<file path="src/rtl/core/tps_sqrt_pipe.sv">
// pipelined integer square root, one result bit per stage, with side data
`timescale 1ns / 1ps
module tps_sqrt_pipe #(
	parameter int RW = 45,
	parameter int SW = 1,
	parameter int QW = (RW + 1) / 2
) (
	input  logic          clk,
	input  logic          arst_n,
	input  logic          en,
	input  logic          in_valid,
	input  logic [RW-1:0] rad,
	input  logic [SW-1:0] side_in,
	output logic          out_valid,
	output logic [QW-1:0] root,
	output logic [SW-1:0] side_out
);

	logic            vld_s  [QW];
	logic [SW-1:0]   side_s [QW];
	logic [2*QW-1:0] rs_s   [QW];
	logic [QW:0]     rem_s  [QW];
	logic [QW-1:0]   root_s [QW];

	for (genvar k = 0; k < QW; k++) begin : g_stg
		logic            vld_i;
		logic [SW-1:0]   side_i;
		logic [2*QW-1:0] rs_i;
		logic [QW:0]     rem_i;
		logic [QW-1:0]   root_i;
		logic [QW+2:0]   cur;
		logic [QW+2:0]   trial;

		if (k == 0) begin : g_head
			assign vld_i  = in_valid;
			assign side_i = side_in;
			assign rs_i   = (2*QW)'(rad);
			assign rem_i  = '0;
			assign root_i = '0;
		end else begin : g_body
			assign vld_i  = vld_s[k-1];
			assign side_i = side_s[k-1];
			assign rs_i   = rs_s[k-1];
			assign rem_i  = rem_s[k-1];
			assign root_i = root_s[k-1];
		end

		// next two radicand bits against 4*root + 1
		assign cur   = {rem_i, rs_i[2*QW-1 -: 2]};
		assign trial = {1'b0, root_i, 2'b01};

		always_ff @(posedge clk or negedge arst_n) begin
			if (!arst_n) begin
				vld_s[k] <= 1'b0;
			end else if (en) begin
				vld_s[k] <= vld_i;
			end
		end

		always_ff @(posedge clk) begin
			if (en) begin
				side_s[k] <= side_i;
				rs_s[k]   <= {rs_i[2*QW-3:0], 2'b00};
				if (cur >= trial) begin
					rem_s[k]  <= (QW+1)'(cur - trial);
					root_s[k] <= {root_i[QW-2:0], 1'b1};
				end else begin
					rem_s[k]  <= cur[QW:0];
					root_s[k] <= {root_i[QW-2:0], 1'b0};
				end
			end
		end
	end

	assign out_valid = vld_s[QW-1];
	assign root      = root_s[QW-1];
	assign side_out  = side_s[QW-1];

endmodule

</file>
<file path="config.mk">
export PLATFORM = sky130hd
export DESIGN_NAME = tps_sqrt_pipe
export DESIGN_NICKNAME = d
export VERILOG_FILES = /design/src/rtl/core/tps_sqrt_pipe.sv
export SDC_FILE = /design/constraint.sdc
export NUM_CORES = 2
export LEC_CHECK = 0
export BUFFER_PORTS_ARGS = -buffer_cell sky130_fd_sc_hd__buf_2
export CORE_MARGIN = 1.5
export CORE_UTILIZATION = 40
export CTS_CLUSTER_DIAMETER = 50
export DETAILED_ROUTE_END_ITERATION = 16
export HOLD_SLACK_MARGIN = 0.06
export SLEW_MARGIN = 10
export SYNTH_ARGS = -nofsm -noshare
export SYNTH_HDL_FRONTEND = slang
export SYNTH_SLANG_ARGS = --single-unit
export TNS_END_PERCENT = 5
</file>
<file path="constraint.sdc">
create_clock -name clk -period 4.8 [get_ports clk]
set_clock_uncertainty 0.05 [all_clocks]
set_input_delay 0 -clock clk [delete_from_list [all_inputs] [get_ports clk]]
set_output_delay 0 -clock clk [all_outputs]
set_load 0.01 [all_outputs]
</file>
==> key figures <==
Run status
  – Outcome: finished clean

Finish
  – # diodes: 0
  – Area of the multi-input gates: 19500 um2
  – Most frequent cells in the layout: edfxtp_1 (1296), inv_1 (371), ha_1 (299)
  – Net count, final: 5213
  – FF+latch area: 39500 um2
  – Fraction of layout instances using a drive strength above 1: 9.75%
  – Cell area after layout: 70100 um2
  – FILL cells: 13.4k
  – Area grow syn2layout: 15.4%
  – Most common cell after layout, fill and taps aside: edfxtp_1
  – Final Util: 46.7%

Floorplan
  – Cell row count: 142
  – Core area: 150000 um2
  – Die X: 393 um
  – Die height: 393 um
  – I/O pin cnt: 75
  – Initial Util: 40.4%
  – Die area: 154000 um2

Routing
  – DRC viols: 0
  – Initial DRC count: 2221
  – First-pass iteration count of the detailed router: 6
  – Post-DRT Antenna Nets: 0
  – DR WL/cell: 16.5 um
  – Total wire length: 116 mm
  – Via density: 5.08
  – Vias: 35.6k

Critical path
  – Crit path cell chain: ha_1 -> a21oi_1 -> nor2b_1 -> nor3_1 -> nor2_1 -> a211oi_1 -> nor3_1 -> a311oi_4 -> buf_4 -> mux2_2
  – Crit path max-delay family: compound AO/OA/AOI/OAI gates
  – Setup slack, reg-to-reg: 940 ps
  – CP endpoint kind: flip-flop
  – Crit-path slowest cell: a211oi_1
  – Crit path required time: 5270 ps
  – Crit-path max FO: 21
  – Crit path kind: reg2reg
  – Worst Path Buf+Inv: 1
  – CP Data Arrival Time: 4330 ps
  – Critical Path Start Type: flip-flop
  – Max incr delay on CP: 440 ps
  – Cell mode on critical path: nor3_1

Clock network
  – Max H-tree Level: 4
  – CTS Hold Bufs: 97
  – # Post-CTS Setup Buffers: 0
  – CTS Buf Count: 160
  – Reg clk slew, reported paths: 60 ps
  – Post_cts resized: 0
  – TritonCTS clock tree: built
  – Worst skew pair latency: 790 ps
  – Max Root-Sink Buffers: 3
  – CTS Sinks: 1320
  – Clk root buf: clkbuf_16

Place
  – DP Area: 63700 um2
  – Pre-CTS WS: 1080 ps
  – GP Congestion: 0.869
  – Hpwl dp: 81.9 mm
  – Count of input and output buffers: 74

Timing
  – Fin worst setup slack: 941 ps
  – Rel. slew slack: 22.5%
  – Fmax: 259 MHz
  – Unrepaired setup endpoints after global routing: false
  – Setup TNS: 0 ps
  – Max-slew violation count: 0
  – Final setup viols: 0
  – Final hold violation count: 0
  – Minimum clock period: 3860 ps
  – Worst-margin pin slew: 1150 ps
  – Final worst path period share: 80.4%

Synth
  – Biggest area consumer among synthesized cells: edfxtp_1
  – FF+latch count, synth: 1320
  – Library cells used by synthesis: 79
  – Post-synth EDFFs: 1296
  – Post-synthesis sequential area ratio: 65.0%
  – Mean Syn Cell Area: 13.2 um2
  – Synth Flop Type: edfxtp_1
  – Syn Nets: 4947
  – Post-Synthesis Cells: 4598
  – Async S/R FF share, synth: 1.74%
  – Ys Warns: 0
  – Top cells by area, synth: edfxtp_1 (64%), ha_1 (6.2%), xnor2_1 (3.0%), xor2_1 (2.5%), inv_1 (2.3%)
  – Share of the synthesized area in the top cell type: 64.1%
  – Cell Area, Synth: 60800 um2

GRT
  – Initial antenna violation count: 0
  – First-pass GRT wire length: 186 mm
  – Pin count of the biggest net entering global routing: 136
  – GRT Total Usage: 15.2%
  – Global route overflow: 0
  – Vias in the first global route: 35.4k

Power and ir drop
  – LEAKAGE: 26.6 nW
  – Worst vdd ir: 347 uV
  – Pwr per Cell Area: 477 nW/um2

Run
  – Max-cap violation count: 0

Hold path
  – Worst hold path type: in2reg
==> registers in the layout, indices dropped and copies added, names as in the netlist <==
register,cells
rs_s,506
rem_s,492
root_s,276
side_s,23
g_stg.vld_i,22
out_valid,1
==> kinds of logic after synthesis <==
logic type      Yosys count  synth area share [%]
mux                      82                  1.49
buf+inv                 480                  2.98
fa+ha+maj               299                  6.16
xor+xnor                380                  5.48
simple gates           1143                  9.57
flops                  1320                  65.0
compound gates          894                  9.28
==> metrics by stage <==
step / instances / total power, mW / hold WS [ps]
finish: 7012 / 33.5 / 221
global route: 7012 / 35.2 / 189
CTS: 7012 / 33.9 / 177
detailed placement: 6621 / 21.4 / -50.7
global placement: 6621 / 21.3 / -59.5
floorplan: 4598 / 19.7 / -346
==> per-layer routing <==
| layer | track usage [%] | up-vias | part of all wire (%) |
|---|---|---|---|
| met5 | 0 | - | 0 |
| met2 | 26.5 | 593 | 50 |
| met1 | 18.4 | 17100 | 43 |
| met3 | 2.83 | 248 | 3.8 |
| met4 | 6.17 | 0 | 3.4 |
| li1 | - | 17600 | - |
==> cells in the mapped netlist (all sizes together) (13+ instances only) <==
cell type,count
a31oi,17
ha,299
nand2,295
a21o,106
xnor2,205
nand2b,54
nor4b,17
a21oi,245
and3,19
mux2i,13
or4,22
o21a,75
nand3,74
dfrtp,23
clkbuf,100
nor2b,41
xor2,175
nor4,70
or2,28
and2,26
or3,44
nor3,111
edfxtp,1296
o21ai,237
o211ai,19
inv,371
nand4,48
o31ai,29
o21bai,29
a211oi,32
nor2,238
mux2,69
==> path summary, 6_finish.rpt <==
path | startpoint | to | cells past startpoint
max | rem_s[2][74] | rem_s[2][98] | 10
min | en | rs_s[0][165] | 2
max reg2reg | rem_s[2][74] | rem_s[2][98] | 10
min reg2reg | rs_s[1][257] | rs_s[1][303] | 0
max in group asynchronous | arst_n | g_stg[19].vld_i | 3
min in group asynchronous | arst_n | g_stg[8].vld_i | 3
==> area by class of cell <==
cell class / count / share of cell area [%]
inverter: 371 / 1.99
multi-input combinational: 2798 / 27.8
clock inverter: 105 / 1.75
tap: 2016 / 3.60
clock buffer: 189 / 6.04
timing repair buffer: 213 / 2.49
sequential: 1320 / 56.3
==> where the power goes <==
group | leakage, nW | switching [mW] | total, mW | internal [mW]
clock network | 2.64 | 4.81 | 12.3 | 7.46
registers | 12.8 | 0.885 | 15.4 | 14.5
logic | 11.2 | 3.24 | 5.82 | 2.57
total | 26.6 | 8.93 | 33.5 | 24.5
No activity file was read; power rests on OpenSTA's default activity.
