### config.mk
export PLATFORM = sky130hd
export DESIGN_NAME = tps_div_pipe
export DESIGN_NICKNAME = d
export VERILOG_FILES = /design/src/rtl/core/tps_div_pipe.sv
export SDC_FILE = /design/constraint.sdc
export NUM_CORES = 2
export LEC_CHECK = 0
export BUFFER_PORTS_ARGS = -buffer_cell sky130_fd_sc_hd__buf_2
export CORE_ASPECT_RATIO = 1.5
export CORE_MARGIN = 10
export CORE_UTILIZATION = 55
export DETAILED_ROUTE_END_ITERATION = 12
export PLACE_DENSITY = 0.71
export SKIP_LAST_GASP = 1
export SLEW_MARGIN = 5
export SYNTH_ARGS = -nofsm -noshare
export SYNTH_HDL_FRONTEND = slang
export SYNTH_SLANG_ARGS = --single-unit
### constraint.sdc
create_clock -name clk -period 4 [get_ports clk]
set_input_delay 0.6 -clock clk [delete_from_list [all_inputs] [get_ports clk]]
set_output_delay 0.6 -clock clk [all_outputs]
set_load 0.05 [all_outputs]
### src/rtl/core/tps_div_pipe.sv
// pipelined restoring divider, one quotient bit per stage, lanes share side data
`timescale 1ns / 1ps
module tps_div_pipe #(
	parameter int NW    = 40,
	parameter int DW    = 21,
	parameter int LANES = 1,
	parameter int SW    = 1
) (
	input  logic          clk,
	input  logic          arst_n,
	input  logic          en,
	input  logic          in_valid,
	input  logic [NW-1:0] num [LANES],
	input  logic [DW-1:0] den [LANES],
	input  logic [SW-1:0] side_in,
	output logic          out_valid,
	output logic [NW-1:0] quo [LANES],
	output logic [SW-1:0] side_out
);

	logic          vld_s  [NW];
	logic [SW-1:0] side_s [NW];
	logic [NW-1:0] nq_s   [NW][LANES];
	logic [DW-1:0] rem_s  [NW][LANES];
	logic [DW-1:0] den_s  [NW][LANES];

	for (genvar k = 0; k < NW; k++) begin : g_stg
		logic          vld_i;
		logic [SW-1:0] side_i;
		logic [NW-1:0] nq_i  [LANES];
		logic [DW-1:0] rem_i [LANES];
		logic [DW-1:0] den_i [LANES];

		if (k == 0) begin : g_head
			assign vld_i  = in_valid;
			assign side_i = side_in;
			for (genvar l = 0; l < LANES; l++) begin : g_ln
				assign nq_i[l]  = num[l];
				assign rem_i[l] = '0;
				assign den_i[l] = den[l];
			end
		end else begin : g_body
			assign vld_i  = vld_s[k-1];
			assign side_i = side_s[k-1];
			for (genvar l = 0; l < LANES; l++) begin : g_ln
				assign nq_i[l]  = nq_s[k-1][l];
				assign rem_i[l] = rem_s[k-1][l];
				assign den_i[l] = den_s[k-1][l];
			end
		end

		always_ff @(posedge clk or negedge arst_n) begin
			if (!arst_n) begin
				vld_s[k] <= 1'b0;
			end else if (en) begin
				vld_s[k] <= vld_i;
			end
		end

		always_ff @(posedge clk) begin
			if (en) begin
				side_s[k] <= side_i;
			end
		end

		for (genvar l = 0; l < LANES; l++) begin : g_lane
			logic [DW:0] cur;
			logic [DW:0] dif;

			// numerator bits shift out of the top, quotient bits shift in below
			assign cur = {rem_i[l], nq_i[l][NW-1]};
			assign dif = cur - {1'b0, den_i[l]};

			always_ff @(posedge clk) begin
				if (en) begin
					den_s[k][l] <= den_i[l];
					if (!dif[DW]) begin
						rem_s[k][l] <= dif[DW-1:0];
						nq_s[k][l]  <= {nq_i[l][NW-2:0], 1'b1};
					end else begin
						rem_s[k][l] <= cur[DW-1:0];
						nq_s[k][l]  <= {nq_i[l][NW-2:0], 1'b0};
					end
				end
			end
		end
	end

	assign out_valid = vld_s[NW-1];
	assign side_out  = side_s[NW-1];
	for (genvar l = 0; l < LANES; l++) begin : g_out
		assign quo[l] = nq_s[NW-1][l];
	end

endmodule

==> out/metrics.csv <==
metric,value,unit
status,completed,
fin_crit_sh,0.981,
grt_antenna_before_repair,6,
hpwlAfterDp,216000,um
utilization,0.617,
core,271000,um^2
setup_viol,0,
cp.required,4.66,ns
drv_cap,0,
path_class,register to register,
fin_skew,0.0758,ns
vias_per_cell,5.64,
drtPass1Iterations,7,
netlist_top_cells_count,"3277 x edfxtp_1, 1043 x inv_1, 820 x ha_1",
netSwitchingPower,42.7,mW
power.share.sequential,0.398,
crit_top_cell,buf_4,
crit_path_start_kind,register,
final_cells,15000,
groute.layer.met3.usage,0.0264,
pin_count,108,
grtUsageMet1,0.172,
fp.dieH,659,um
die_area,294000,um^2
cp_cell_sequence,inv_1 -> ha_1 -> nor2b_1 -> o211ai_1 -> a31oi_1 -> a32oi_2 -> buf_4 -> o31ai_1 -> buf_4 -> a41oi_1 -> buf_4 -> a211oi_4 -> buf_12 -> buf_4 -> buf_4 -> nor2_1 -> a41oi_1,
r2r-start,den_s[2][148],
vdd_ir_drop_max,0.000521,V
setup_ws,0.0741,ns
synth_edf_count,3277,
fmax,255,MHz
seqCellArea,99400,um^2
wire_per_inst,20.2,um
hold_start,en,
h-tree-depth,5,
hold_class,input port to register,
synth_seq_cells,3318,
die_w,446,um
n_fill_cell,19500,
netlist_top_cells_area,"edfxtp_1 66%, ha_1 6.9%, mux2_2 2.8%, inv_1 2.6%, xnor2_1 2.1%",
drt_iter0_drc,4825,
synth.most_common_cell,edfxtp_1,
grt_max_degree,223,
worst_slew_pin_slew,1.21,ns
drive_above_1_share,0.117,
cp_max_fo,16,
clock_power_share,0.228,
critPathLaunch,den_s[2][148],
nNetsFinal,12100,
drtAntennaViolNets,0,
dp_slack,-0.285,ns
cts_buffer_depth,4,
grt_use_met2,0.415,
clock_latency,0.90,ns
drc,0,
grt_pass1_vias,90200,
grt_setup_unrepaired,yes,
cts_tree,done,
combPwrFrac,0.374,
area_growth,11.7,%
maxSlewHeadroom,0.196,
final_area,167000,um^2
synthFlopType,edfxtp_1,
drt-total-wl,304000,um
grt-busiest-layer,met2,
synth.cell_area,150000,um^2
synth_cell_types,93,
endpoint_kind,register,
synthCells,10700,
placed_cells,14400,
synth_top_area_share,0.658,
internal_power,86.6,mW
setup_tns,0,ns
root_buffer,clkbuf_16,
num_rows,234,
syn_avg_cell_area,14.0,um^2
switching_share,0.330,
grt_pass1_wl,471000,um
crit_slowest_cell,edfxtp_1,
cellLeakagePower,65.1,nW
grtUsageTotal,0.203,
crit_arrival,4.59,ns
power_density,774,nW/um^2
drv_slew,0,
cts.sinks,3318,
yosysSeqAreaShare,0.665,
slowest_delay,0.41,ns
initial_core_util,0.552,
multi_input_area,45500,um^2
final.min_clock_period,3.93,ns
finalHoldViolCount,0,
yosys.area.top_type,edfxtp_1,
numCtsBuffers,313,
num_vias,84800,
grt.overflow.total,0,
numPortBuffers,107,
clk_pin_slew,0.06,ns
place_congestion,0.932,
syn_nets,11600,
placed_area,156000,um^2
yosys_warnings,0,
synthArstFlopShare,0.0121,
-- cells by family (layout without fill, tap and decap cells) --
kind of cell	after synthesis	in the layout	synth area share
compound gates	2218	2218	0.0936
fa+ha+maj	858	858	0.0737
xor+xnor	617	617	0.0361
flops	3318	3318	0.665
simple gates	1951	1951	0.0617
buf+inv	1243	2019	0.0322
other cells	0	23	0
mux	486	486	0.0377
-- placed cells by master (no fill, tap or decap), types with 130 or more instances in the layout --
cell type	n
nor2b_1	135
buf_4	191
edfxtp_1	3277
nand2_1	642
xnor2_1	366
a21oi_1	606
o21ai_0	614
a21o_1	239
nand3_1	136
inv_1	1042
nand2b_1	130
nor2_1	475
xor2_1	251
clkbuf_16	324
mux2_2	369
ha_1	820
-- registers in the layout, summed over array words and instances (netlist names) --
| register | cells |
|---|---|
| nq_s | 1600 |
| out_valid | 1 |
| g_stg.vld_i | 39 |
| side_s | 40 |
| den_s | 819 |
| rem_s | 819 |
-- power groups by stage --
| stage | combinational (mW) | sequential, mW | clock (mW) |
|---|---|---|---|
| after floorplan | 35.1 | 50.3 | 0 |
| after global placement | 45.9 | 51.9 | 0 |
| after detailed placement | 47.9 | 52.1 | 0 |
| after CTS | 48.3 | 51.5 | 30.2 |
| after global routing | 53.2 | 52.0 | 31.5 |
| final | 48.4 | 51.4 | 29.5 |
-- worst paths after layout --
check,to,slack [ns],cells after the start
max,rem_s[3][20],0.07,17
min,nq_s[1][0],0.34,2
max reg2reg,rem_s[3][20],0.07,17
min reg2reg,nq_s[1][93],0.40,0
max in group asynchronous,g_stg[12].vld_i,3.05,2
min in group asynchronous,g_stg[38].vld_i,0.42,2
-- layout make-up --
cell class | instances | share of cell area
Antenna cell | 23 | 0.000344
Tap cell | 3540 | 0.0265
Inverter | 1045 | 0.0235
Clock inverter | 184 | 0.0106
Multi-Input combinational cell | 6130 | 0.272
Sequential cell | 3318 | 0.595
Clock buffer | 375 | 0.0498
Timing Repair Buffer | 415 | 0.0221
-- what timing repair did --
action,CTS,global route
setup endpoints to repair,21,102
hold buffers,64,0
setup buffers,0,1
gates cloned,0,0
gates resized for setup,2,14
endpoints found under the hold margin,103,0
-- worst max-delay path, delay by kind of cell, from the launching register on --
family	cells	cell delay (ns)
AO/OA/AOI/OAI	7	1.70
adder cells (fa/ha/maj)	1	0.26
buffers and inverters	7	1.10
flip-flops	1	0.41
AND/OR/NAND/NOR	2	0.23
-- per-stage QoR --
stage               hold slack [ns]  power (mW)
global placement              0.400        97.8
global route                  0.356         137
finish                        0.337         129
floorplan                     0.304        85.3
detailed placement            0.405         100
CTS                           0.329         130
-- routing by layer --
layer	wire [um]	up-vias
li1	-	40600
met1	93000	41300
met2	176000	1939
met3	9450	993
met4	25300	2
met5	13	-
(Power assumes the default switching activity.)
